===== src/cbm_pkg.sv =====
// ---------------------------------------------------------------------------
// cbm_pkg
// shared widths, codes and types for the cube map bilinear address block
// ---------------------------------------------------------------------------
package cbm_pkg;

	// default parameter values
	localparam int DIR_BITS_DEF  = 16;
	localparam int FRAC_BITS_DEF = 8;

	// largest face is 1 << MAX_SIZE_LOG2 texels
	localparam int MAX_SIZE_LOG2 = 11;
	localparam int TEX_W         = MAX_SIZE_LOG2;

	// u,v in [0,1] with 16 fraction bits, so 17 bits to hold 1.0
	localparam int UNIT_FRAC = 16;
	localparam int UNIT_W    = UNIT_FRAC + 1;

	localparam int FACE_W  = 3;
	localparam int MIP_W   = 4;
	localparam int FSIZE_W = 12;
	localparam int MCNT_W  = 4;

	// configuration port
	localparam int CFG_W     = FSIZE_W;
	localparam int CFG_IDX_W = 1;

	localparam logic [CFG_IDX_W-1:0] REG_FACE_SIZE = 1'd0;
	localparam logic [CFG_IDX_W-1:0] REG_MIP_COUNT = 1'd1;

	localparam logic [FSIZE_W-1:0] FSIZE_RST  = 12'd256;
	localparam logic [MCNT_W-1:0]  MCNT_RST   = 4'd1;
	localparam logic [FSIZE_W-1:0] SIZE_LIMIT = FSIZE_W'(1 << MAX_SIZE_LOG2);

	// face codes
	localparam logic [FACE_W-1:0] FACE_PX = 3'd0;
	localparam logic [FACE_W-1:0] FACE_NX = 3'd1;
	localparam logic [FACE_W-1:0] FACE_PY = 3'd2;
	localparam logic [FACE_W-1:0] FACE_NY = 3'd3;
	localparam logic [FACE_W-1:0] FACE_PZ = 3'd4;
	localparam logic [FACE_W-1:0] FACE_NZ = 3'd5;

	// per-word side information that rides along the divider
	typedef struct packed {
		logic [FACE_W-1:0] face;
		logic [MIP_W-1:0]  mip;
		logic [TEX_W-1:0]  szm1;
		logic              nos;
	} side_t;

endpackage


===== src/cubemap_bilinear_address_top.sv =====
// ---------------------------------------------------------------------------
// cubemap_bilinear_address_top
// cube map face selection and bilinear texel address generation
// ---------------------------------------------------------------------------
// Takes one direction word per clock and returns one address word per clock,
// in order, when the output side is not stalled.
// The pipe has 2 front stages (magnitudes, then face pick and numerator),
// 17 divider stages (a restoring divider that settles one of the 17 quotient
// bits of u and v per stage) and 2 back stages (scale by mip size minus one,
// then edge clamp and fraction extract). Every stage has its own valid bit and
// holds on a stall without blocking the stages in front of it, so bubbles
// close up and in_ready stays high while the pipe has room even when a result
// waits at the output. face_size and mip_count are written through the cfg
// port and should only change while no word is in flight.
// ---------------------------------------------------------------------------
module cubemap_bilinear_address_top #(
	parameter int DIR_BITS  = cbm_pkg::DIR_BITS_DEF,
	parameter int FRAC_BITS = cbm_pkg::FRAC_BITS_DEF
) (
	input  logic                             clk,
	input  logic                             arst_n,
	// configuration write port
	input  logic                             cfg_we,
	input  logic [cbm_pkg::CFG_IDX_W-1:0]    cfg_index,
	input  logic [cbm_pkg::CFG_W-1:0]        cfg_data,
	// input channel
	input  logic                             in_valid,
	output logic                             in_ready,
	input  logic signed [DIR_BITS-1:0]       dir_x,
	input  logic signed [DIR_BITS-1:0]       dir_y,
	input  logic signed [DIR_BITS-1:0]       dir_z,
	input  logic [cbm_pkg::MIP_W-1:0]        mip_level,
	// output channel
	output logic                             out_valid,
	input  logic                             out_ready,
	output logic [cbm_pkg::FACE_W-1:0]       face,
	output logic [cbm_pkg::MIP_W-1:0]        mip_used,
	output logic [cbm_pkg::TEX_W-1:0]        texel_x0,
	output logic [cbm_pkg::TEX_W-1:0]        texel_y0,
	output logic [cbm_pkg::TEX_W-1:0]        texel_x1,
	output logic [cbm_pkg::TEX_W-1:0]        texel_y1,
	output logic [FRAC_BITS-1:0]             frac_x,
	output logic [FRAC_BITS-1:0]             frac_y,
	output logic                             no_sample
);
	import cbm_pkg::*;

	localparam int DW = DIR_BITS + 1;        // numerator and divisor width
	localparam int PW = UNIT_W + TEX_W;      // product width
	localparam int AW = PW - UNIT_FRAC;      // integer part of the product

	// ------------------------------------------------------------------
	// configuration registers
	// ------------------------------------------------------------------
	logic [FSIZE_W-1:0] face_size_q;
	logic [MCNT_W-1:0]  mip_count_q;

	always_ff @(posedge clk or negedge arst_n) begin
		if (!arst_n) begin
			face_size_q <= FSIZE_RST;
			mip_count_q <= MCNT_RST;
		end else if (cfg_we) begin
			unique case (cfg_index)
				REG_FACE_SIZE: face_size_q <= cfg_data[FSIZE_W-1:0];
				REG_MIP_COUNT: mip_count_q <= cfg_data[MCNT_W-1:0];
				default: ;
			endcase
		end
	end

	// ------------------------------------------------------------------
	// stage handshakes: each stage takes a word when empty or draining
	// ------------------------------------------------------------------
	logic v_s1, v_s2, v_s3, v_s4;
	logic take1, take2, take3, take4;
	logic div_in_ready;
	logic div_out_valid;

	assign take4    = !v_s4 || out_ready;
	assign take3    = !v_s3 || take4;
	assign take2    = !v_s2 || div_in_ready;
	assign take1    = !v_s1 || take2;
	assign in_ready = take1;

	// ------------------------------------------------------------------
	// stage 1: component magnitudes, mip clamp and mip size
	// ------------------------------------------------------------------
	logic [DIR_BITS-1:0] ux_c, uy_c, uz_c;
	logic [DIR_BITS-1:0] ax_c, ay_c, az_c;
	logic [MIP_W-1:0]    mip_top_c, mip_c;
	logic [FSIZE_W-1:0]  fs_lim_c, size_c;
	logic [TEX_W-1:0]    szm1_c;
	logic                nos_c;

	always_comb begin
		ux_c = dir_x;
		uy_c = dir_y;
		uz_c = dir_z;
		// magnitude of the most negative value comes out exact as unsigned
		ax_c = ux_c[DIR_BITS-1] ? (~ux_c + 1'b1) : ux_c;
		ay_c = uy_c[DIR_BITS-1] ? (~uy_c + 1'b1) : uy_c;
		az_c = uz_c[DIR_BITS-1] ? (~uz_c + 1'b1) : uz_c;

		// empty mip count acts as one level
		mip_top_c = (mip_count_q == '0) ? '0 : (mip_count_q - 1'b1);
		mip_c     = (mip_level < mip_top_c) ? mip_level : mip_top_c;

		// oversized faces saturate, tiny mips stay at one texel
		fs_lim_c = (face_size_q > SIZE_LIMIT) ? SIZE_LIMIT : face_size_q;
		size_c   = fs_lim_c >> mip_c;
		szm1_c   = (size_c == '0) ? '0 : TEX_W'(size_c - 1'b1);

		nos_c = (face_size_q == '0) || ((ux_c == '0) && (uy_c == '0) && (uz_c == '0));
	end

	logic [DIR_BITS-1:0] x_s1, y_s1, z_s1;
	logic [DIR_BITS-1:0] ax_s1, ay_s1, az_s1;
	logic [MIP_W-1:0]    mip_s1;
	logic [TEX_W-1:0]    szm1_s1;
	logic                nos_s1;

	always_ff @(posedge clk or negedge arst_n) begin
		if (!arst_n) begin
			v_s1 <= 1'b0;
		end else if (take1) begin
			v_s1 <= in_valid;
		end
	end

	always_ff @(posedge clk) begin
		if (take1 && in_valid) begin
			x_s1    <= ux_c;
			y_s1    <= uy_c;
			z_s1    <= uz_c;
			ax_s1   <= ax_c;
			ay_s1   <= ay_c;
			az_s1   <= az_c;
			mip_s1  <= mip_c;
			szm1_s1 <= szm1_c;
			nos_s1  <= nos_c;
		end
	end

	// ------------------------------------------------------------------
	// stage 2: face pick, minor numerators, shifted to n + m over 2m
	// ------------------------------------------------------------------
	logic [DW-1:0]       ex_c, ey_c, ez_c;   // sign extended components
	logic [DW-1:0]       nx_c, ny_c, nz_c;   // their negations
	logic [DW-1:0]       nu_c, nv_c;
	logic [DIR_BITS-1:0] m_c;
	logic [FACE_W-1:0]   face_c;
	logic [DW:0]         su_c, sv_c;
	side_t               side_c;

	always_comb begin
		ex_c = {x_s1[DIR_BITS-1], x_s1};
		ey_c = {y_s1[DIR_BITS-1], y_s1};
		ez_c = {z_s1[DIR_BITS-1], z_s1};
		nx_c = ~ex_c + 1'b1;
		ny_c = ~ey_c + 1'b1;
		nz_c = ~ez_c + 1'b1;

		// ties go to x, then y; a zero major component counts as positive
		priority if (ax_s1 >= ay_s1 && ax_s1 >= az_s1) begin
			m_c = ax_s1;
			nv_c = ny_c;
			if (!x_s1[DIR_BITS-1]) begin
				face_c = FACE_PX;
				nu_c   = nz_c;
			end else begin
				face_c = FACE_NX;
				nu_c   = ez_c;
			end
		end else if (ay_s1 >= az_s1) begin
			m_c  = ay_s1;
			nu_c = ex_c;
			if (!y_s1[DIR_BITS-1]) begin
				face_c = FACE_PY;
				nv_c   = ez_c;
			end else begin
				face_c = FACE_NY;
				nv_c   = nz_c;
			end
		end else begin
			m_c  = az_s1;
			nv_c = ny_c;
			if (!z_s1[DIR_BITS-1]) begin
				face_c = FACE_PZ;
				nu_c   = ex_c;
			end else begin
				face_c = FACE_NZ;
				nu_c   = nx_c;
			end
		end

		// n + m lies in [0, 2m], so its low DW bits are exact
		su_c = {nu_c[DW-1], nu_c} + {2'b00, m_c};
		sv_c = {nv_c[DW-1], nv_c} + {2'b00, m_c};

		side_c.face = face_c;
		side_c.mip  = mip_s1;
		side_c.szm1 = szm1_s1;
		side_c.nos  = nos_s1;
	end

	logic [DW-1:0] ru_s2, rv_s2, dvs_s2;
	side_t         side_s2;

	always_ff @(posedge clk or negedge arst_n) begin
		if (!arst_n) begin
			v_s2 <= 1'b0;
		end else if (take2) begin
			v_s2 <= v_s1;
		end
	end

	always_ff @(posedge clk) begin
		if (take2 && v_s1) begin
			ru_s2   <= su_c[DW-1:0];
			rv_s2   <= sv_c[DW-1:0];
			dvs_s2  <= {m_c, 1'b0};
			side_s2 <= side_c;
		end
	end

	// ------------------------------------------------------------------
	// divider: u,v = floor((n + m) * 2^16 / 2m), one bit per stage
	// ------------------------------------------------------------------
	logic [UNIT_W-1:0] qu_d, qv_d;
	side_t             side_d;

	cbm_div #(
		.DIR_BITS (DIR_BITS)
	) u_div (
		.clk       (clk),
		.arst_n    (arst_n),
		.in_valid  (v_s2),
		.in_ready  (div_in_ready),
		.in_rem_u  (ru_s2),
		.in_rem_v  (rv_s2),
		.in_dvs    (dvs_s2),
		.in_side   (side_s2),
		.out_valid (div_out_valid),
		.out_ready (take3),
		.out_quo_u (qu_d),
		.out_quo_v (qv_d),
		.out_side  (side_d)
	);

	// ------------------------------------------------------------------
	// stage 3: scale by mip size minus one
	// ------------------------------------------------------------------
	logic [PW-1:0] pu_s3, pv_s3;
	side_t         side_s3;

	always_ff @(posedge clk or negedge arst_n) begin
		if (!arst_n) begin
			v_s3 <= 1'b0;
		end else if (take3) begin
			v_s3 <= div_out_valid;
		end
	end

	always_ff @(posedge clk) begin
		if (take3 && div_out_valid) begin
			pu_s3   <= PW'(qu_d) * PW'(side_d.szm1);
			pv_s3   <= PW'(qv_d) * PW'(side_d.szm1);
			side_s3 <= side_d;
		end
	end

	// ------------------------------------------------------------------
	// stage 4: corner texels clamped to the edge, blend fractions
	// ------------------------------------------------------------------
	logic [AW-1:0]        au_c, av_c, bu_c, bv_c, lim_c;
	logic [TEX_W-1:0]     x0_c, y0_c, x1_c, y1_c;
	logic [FRAC_BITS-1:0] fx_c, fy_c;

	always_comb begin
		lim_c = {1'b0, side_s3.szm1};
		au_c  = pu_s3[PW-1:UNIT_FRAC];
		av_c  = pv_s3[PW-1:UNIT_FRAC];
		bu_c  = au_c + 1'b1;
		bv_c  = av_c + 1'b1;
		x0_c  = (au_c > lim_c) ? side_s3.szm1 : au_c[TEX_W-1:0];
		y0_c  = (av_c > lim_c) ? side_s3.szm1 : av_c[TEX_W-1:0];
		x1_c  = (bu_c > lim_c) ? side_s3.szm1 : bu_c[TEX_W-1:0];
		y1_c  = (bv_c > lim_c) ? side_s3.szm1 : bv_c[TEX_W-1:0];
		fx_c  = pu_s3[UNIT_FRAC-1 -: FRAC_BITS];
		fy_c  = pv_s3[UNIT_FRAC-1 -: FRAC_BITS];
	end

	logic [FACE_W-1:0]    face_s4;
	logic [MIP_W-1:0]     mip_s4;
	logic [TEX_W-1:0]     x0_s4, y0_s4, x1_s4, y1_s4;
	logic [FRAC_BITS-1:0] fx_s4, fy_s4;
	logic                 nos_s4;

	always_ff @(posedge clk or negedge arst_n) begin
		if (!arst_n) begin
			v_s4 <= 1'b0;
		end else if (take4) begin
			v_s4 <= v_s3;
		end
	end

	// no sample: everything but the flag reads zero
	always_ff @(posedge clk) begin
		if (take4 && v_s3) begin
			nos_s4 <= side_s3.nos;
			if (side_s3.nos) begin
				face_s4 <= '0;
				mip_s4  <= '0;
				x0_s4   <= '0;
				y0_s4   <= '0;
				x1_s4   <= '0;
				y1_s4   <= '0;
				fx_s4   <= '0;
				fy_s4   <= '0;
			end else begin
				face_s4 <= side_s3.face;
				mip_s4  <= side_s3.mip;
				x0_s4   <= x0_c;
				y0_s4   <= y0_c;
				x1_s4   <= x1_c;
				y1_s4   <= y1_c;
				fx_s4   <= fx_c;
				fy_s4   <= fy_c;
			end
		end
	end

	assign out_valid = v_s4;
	assign face      = face_s4;
	assign mip_used  = mip_s4;
	assign texel_x0  = x0_s4;
	assign texel_y0  = y0_s4;
	assign texel_x1  = x1_s4;
	assign texel_y1  = y1_s4;
	assign frac_x    = fx_s4;
	assign frac_y    = fy_s4;
	assign no_sample = nos_s4;

endmodule


===== src/cbm_div.sv =====
// ---------------------------------------------------------------------------
// cbm_div
// two lockstep restoring dividers, one quotient bit per pipeline stage
// ---------------------------------------------------------------------------
module cbm_div #(
	parameter int DIR_BITS = cbm_pkg::DIR_BITS_DEF
) (
	input  logic                            clk,
	input  logic                            arst_n,
	input  logic                            in_valid,
	output logic                            in_ready,
	input  logic [DIR_BITS:0]               in_rem_u,
	input  logic [DIR_BITS:0]               in_rem_v,
	input  logic [DIR_BITS:0]               in_dvs,
	input  cbm_pkg::side_t                  in_side,
	output logic                            out_valid,
	input  logic                            out_ready,
	output logic [cbm_pkg::UNIT_W-1:0]      out_quo_u,
	output logic [cbm_pkg::UNIT_W-1:0]      out_quo_v,
	output cbm_pkg::side_t                  out_side
);
	import cbm_pkg::*;

	localparam int DW  = DIR_BITS + 1;
	localparam int NST = UNIT_W;

	logic              vld_sd  [NST];
	logic [DW-1:0]     ru_sd   [NST];
	logic [DW-1:0]     rv_sd   [NST];
	logic [UNIT_W-1:0] qu_sd   [NST];
	logic [UNIT_W-1:0] qv_sd   [NST];
	logic [DW-1:0]     dvs_sd  [NST];
	side_t             side_sd [NST];
	logic              take    [NST];

	// one compare-subtract: trial value against divisor
	function automatic logic [DW:0] div_step(input logic [DW:0] t, input logic [DW-1:0] d);
		logic [DW:0] dd;
		logic [DW:0] r;
		dd = {1'b0, d};
		if (t >= dd) begin
			r = t - dd;
			div_step = {1'b1, r[DW-1:0]};
		end else begin
			div_step = {1'b0, t[DW-1:0]};
		end
	endfunction

	assign in_ready = take[0];

	for (genvar k = 0; k < NST; k++) begin : g_st
		logic          up_vld;
		logic [DW:0]   tu;
		logic [DW:0]   tv;
		logic [DW:0]   su;
		logic [DW:0]   sv;
		logic [DW-1:0] d_in;
		side_t         side_in;
		logic [UNIT_W-1:0] qu_in;
		logic [UNIT_W-1:0] qv_in;

		if (k == 0) begin : g_first
			// first bit: remainder starts at most equal to the divisor
			assign up_vld  = in_valid;
			assign tu      = {1'b0, in_rem_u};
			assign tv      = {1'b0, in_rem_v};
			assign d_in    = in_dvs;
			assign side_in = in_side;
			assign qu_in   = '0;
			assign qv_in   = '0;
		end else begin : g_next
			assign up_vld  = vld_sd[k-1];
			assign tu      = {ru_sd[k-1], 1'b0};
			assign tv      = {rv_sd[k-1], 1'b0};
			assign d_in    = dvs_sd[k-1];
			assign side_in = side_sd[k-1];
			assign qu_in   = qu_sd[k-1];
			assign qv_in   = qv_sd[k-1];
		end

		if (k == NST - 1) begin : g_last
			assign take[k] = !vld_sd[k] || out_ready;
		end else begin : g_mid
			assign take[k] = !vld_sd[k] || take[k+1];
		end

		assign su = div_step(tu, d_in);
		assign sv = div_step(tv, d_in);

		always_ff @(posedge clk or negedge arst_n) begin
			if (!arst_n) begin
				vld_sd[k] <= 1'b0;
			end else if (take[k]) begin
				vld_sd[k] <= up_vld;
			end
		end

		always_ff @(posedge clk) begin
			if (take[k] && up_vld) begin
				ru_sd[k]   <= su[DW-1:0];
				rv_sd[k]   <= sv[DW-1:0];
				qu_sd[k]   <= {qu_in[UNIT_W-2:0], su[DW]};
				qv_sd[k]   <= {qv_in[UNIT_W-2:0], sv[DW]};
				dvs_sd[k]  <= d_in;
				side_sd[k] <= side_in;
			end
		end
	end

	assign out_valid = vld_sd[NST-1];
	assign out_quo_u = qu_sd[NST-1];
	assign out_quo_v = qv_sd[NST-1];
	assign out_side  = side_sd[NST-1];

endmodule


===== config.mk =====
export PLATFORM = sky130hd
export DESIGN_NAME = cubemap_bilinear_address_top
export DESIGN_NICKNAME = d
export VERILOG_FILES = /design/src/cbm_pkg.sv /design/src/cubemap_bilinear_address_top.sv /design/src/cbm_div.sv
export SDC_FILE = /design/constraint.sdc
export NUM_CORES = 2
export LEC_CHECK = 0
export ABC_CLOCK_PERIOD_IN_PS = 7400
export BUFFER_PORTS_ARGS = -buffer_cell sky130_fd_sc_hd__buf_2
export CAP_MARGIN = 10
export CORE_ASPECT_RATIO = 0.8
export CORE_MARGIN = 2
export CORE_UTILIZATION = 54
export CTS_BUF_LIST = sky130_fd_sc_hd__clkbuf_8
export CTS_CLUSTER_DIAMETER = 80
export DETAILED_ROUTE_END_ITERATION = 6
export HOLD_SLACK_MARGIN = 0.03
export PLACE_DENSITY = 0.79
export SLEW_MARGIN = 20
export SYNTH_ARGS = -nofsm -noshare
export SYNTH_HDL_FRONTEND = slang
export SYNTH_SLANG_ARGS = --single-unit
export TNS_END_PERCENT = 20

===== constraint.sdc =====
create_clock -name clk -period 7.4 [get_ports clk]
set_input_delay 1.11 -clock clk [delete_from_list [all_inputs] [get_ports clk]]
set_output_delay 1.11 -clock clk [all_outputs]
set_load 0.005 [all_outputs]

==> results.ini <==
[worst_setup_path]
cp-start-kind = flip-flop
r2r_cells = 22
cp.depth = 22
regToRegEndpoint = pu_s3[27]$_DFFE_PP_
slowest_stage = edfxtp_1
cp-endpoint = pu_s3[27]$_DFFE_PP_
crit_arrival_ns = 7.16
path_cells = buf_4 -> nand2_1 -> fa_1 -> fa_1 -> inv_1 -> ha_1 -> fa_1 -> inv_1 -> fa_1 -> inv_1 -> ha_1 -> a21oi_1 -> nand2_1 -> a221o_1 -> nor3_1 -> o21ai_0 -> o41ai_1 -> buf_4 -> o2111ai_1 -> a21o_1 -> a21oi_1 -> xnor2_1
r2r_slack_ns = 0.97
path_max_fanout = 24
cp_top_family = adder cells
end_kind = flip-flop
cp_common_cell = fa_1
crit_type = reg2reg
cp_slowest_stage_delay_ns = 0.64
r2r_start = u_div.side_sd[0][307]$_DFFE_PP_
worst-path-buf-inv = 5
critPathLaunch = u_div.side_sd[0][307]$_DFFE_PP_
required_ns = 8.13

[clock_tree]
path_clk_slew_ns = 0.06
numCtsBuffers = 286
cts_setup_buffers = 0
clock_latency_ns = 1.00
htree_levels = 5
cts.sinks = 1741
cts_root_buf = clkbuf_8
tritoncts = built
ctsHoldBuffers = 0
cts-resized-gates = 0
clk_path_buf_depth = 4

[yosys]
yosys-top-cells-area = edfxtp_1, ha_1, fa_1
synthCells = 8418
synth_top_area_share_pct = 50.7
synth-async-reset-ratio_pct = 2.13
synthesis.area_um2 = 101000
synth-main-ff-cell = edfxtp_1
synth_edf_count = 1704
syn_avg_cell_area_um2 = 12.0
synth_warnings = 0
yosys_register_bits = 1741
yosys.area.top_type = edfxtp_1
synth_fp_nets = 9593
ys_types = 91
seq_area_frac_synth_pct = 51.6

[timing]
fin_tns_setup_ns = 0
clock_skew_ns = 0.0609
setup_viol = 0
final.period_utilization_pct = 86.9
tightest_slew_ns = 1.06
slew_headroom_pct = 29.2
finalHoldViolCount = 0
layout_min_cycle_time_ns = 6.43
rsz0062_at_grt = false
drv_slew = 0
max_freq_mhz = 155
holdWs_ns = 0.286

[die]
core-area_um2 = 185000
initial_core_util_pct = 54.5
die_width_um = 487
pin_count = 140
die_area_um2 = 190000
die_h_um = 391
row_count = 141

[drt]
dr_wl_met3_mm = 17.5
drcViolationCount = 0
postRouteAntennaNets = 0
num_vias = 66000
highest_layer = met4
met2_length_mm = 106
via_per_inst = 5.80
drt_iter0_markers = 5909
drt-pass1-iter-count = 6
wl_per_cell_um = 21.4
met1_length_mm = 113
wl_mm = 243

[placed_design]
dp_hpwl_mm = 186
routabilityCongestion = 0.954
io_buffers = 139

[layout]
layout.nets = 9916
nFillCells = 14600
multi_input_area_um2 = 45200
drive_above_1_share_pct = 10.6
final_cell_mix = edfxtp_1, inv_1, ha_1
area_delta_synth_final_pct = 8.80
register_area_um2 = 52100
mostFrequentLayoutCell = edfxtp_1

[global_routing]
grt_util_all_layers_pct = 25.4
antenna_found_initial = 5
grt_pass1_wl_mm = 375
grt_start_max_net_pins = 76
overflow = 0
grt_pass1_vias = 64200

[run_status]
status = complete, no violations

[min_path]
min_path_type = in2async

[run]
max_cap_viol_count = 0

-- how the worst min path moves through the flow --
stage / startpoint / end / slack [ns] / cells after the start
floorplan: nos_s1$_DFFE_PP_ / side_s2[0]$_DFFE_PP_ / 0.40 / 0
global placement: u_div.side_sd[0][50]$_DFFE_PP_ / u_div.side_sd[0][69]$_DFFE_PP_ / 0.40 / 0
detailed placement: szm1_s1[10]$_SDFFCE_PN0P_ / side_s2[11]$_DFFE_PP_ / 0.40 / 0
CTS: arst_n / face_size_q[10]$_DFFE_PN0P_ / 0.21 / 1
global route: arst_n / face_size_q[9]$_DFFE_PN0P_ / 0.26 / 1
finish: arst_n / face_size_q[5]$_DFFE_PN0P_ / 0.29 / 1
-- registers in the layout (all words and copies together) (netlist names), 12 cells and up --
name / cells
ax_s1: 15
u_div.rv_sd: 257
z_s1: 16
az_s1: 15
u_div.qv_sd: 153
ru_s2: 17
u_div.side_sd: 323
rv_s2: 17
face_size_q: 12
dvs_s2: 16
y_s1: 16
u_div.g_st.up_vld: 16
x_s1: 16
u_div.qu_sd: 153
pv_s3: 20
u_div.ru_sd: 257
ay_s1: 15
pu_s3: 20
side_s2: 19
u_div.dvs_sd: 256
-- metal layers --
metal / vias up / GRT usage, %
met5: - / 0
met3: 392 / 4.15
met4: 0 / 7.30
met2: 2388 / 38.2
li1: 30900 / -
met1: 32300 / 38.1
-- synth_stat cells, types with 51 or more instances --
cell and n:
o21ai_0 350, o31ai_1 51, nor2_1 480, mux2i_1 94, nand2_1 625, nor2b_1 139
or3_1 73, edfxtp_1 1704, nor4_1 54, nand3_1 118, a21oi_1 476, clkbuf_1 138
and3_1 61, o21a_1 98, inv_1 818, xor2_1 173, xnor2_1 379, nand4_1 101
and2_1 217, o41ai_1 55, a21o_1 134, nand2b_1 105, mux2_2 295, nor3_1 135
ha_1 805, fa_1 300
-- cell type report --
| class | count | area share [%] |
|---|---|---|
| sequential | 1741 | 47.5 |
| clock inverter | 185 | 1.03 |
| inverter | 822 | 2.81 |
| clock buffer | 292 | 3.66 |
| antenna | 7 | 0.0160 |
| multi-input combinational | 5691 | 41.2 |
| tap | 2431 | 2.77 |
| timing repair buffer | 199 | 1.05 |
-- cells by family (layout without fill, tap and decap cells) --
group	Yosys count	count (layout)	share of synthesized area, %
buffers and inverters	986	1498	3.70
multiplexers	394	394	4.29
adder cells (fa/ha/maj)	1105	1105	15.9
AND/OR/NAND/NOR	2194	2194	10.7
AO/OA/AOI/OAI	1446	1446	8.96
XOR/XNOR	552	552	4.79
other	0	7	0
flip-flops	1741	1741	51.6
-- metrics by stage --
step | area [µm²] | utilization, % | setup WS [ns] | instances
after floorplan | 101000 | - | 1.05 | 8418
after global placement | 105000 | 56.5 | 0.998 | 10900
after detailed placement | 105000 | 56.5 | 0.958 | 10900
after CTS | 110000 | 59.3 | 0.963 | 11400
after global routing | 110000 | 59.3 | 0.597 | 11400
final | 110000 | 59.3 | 0.968 | 11400
Power is left out: the tool's default activity adds up to more than one toggle a clock period on the data nets, which glitch-free logic cannot reach.
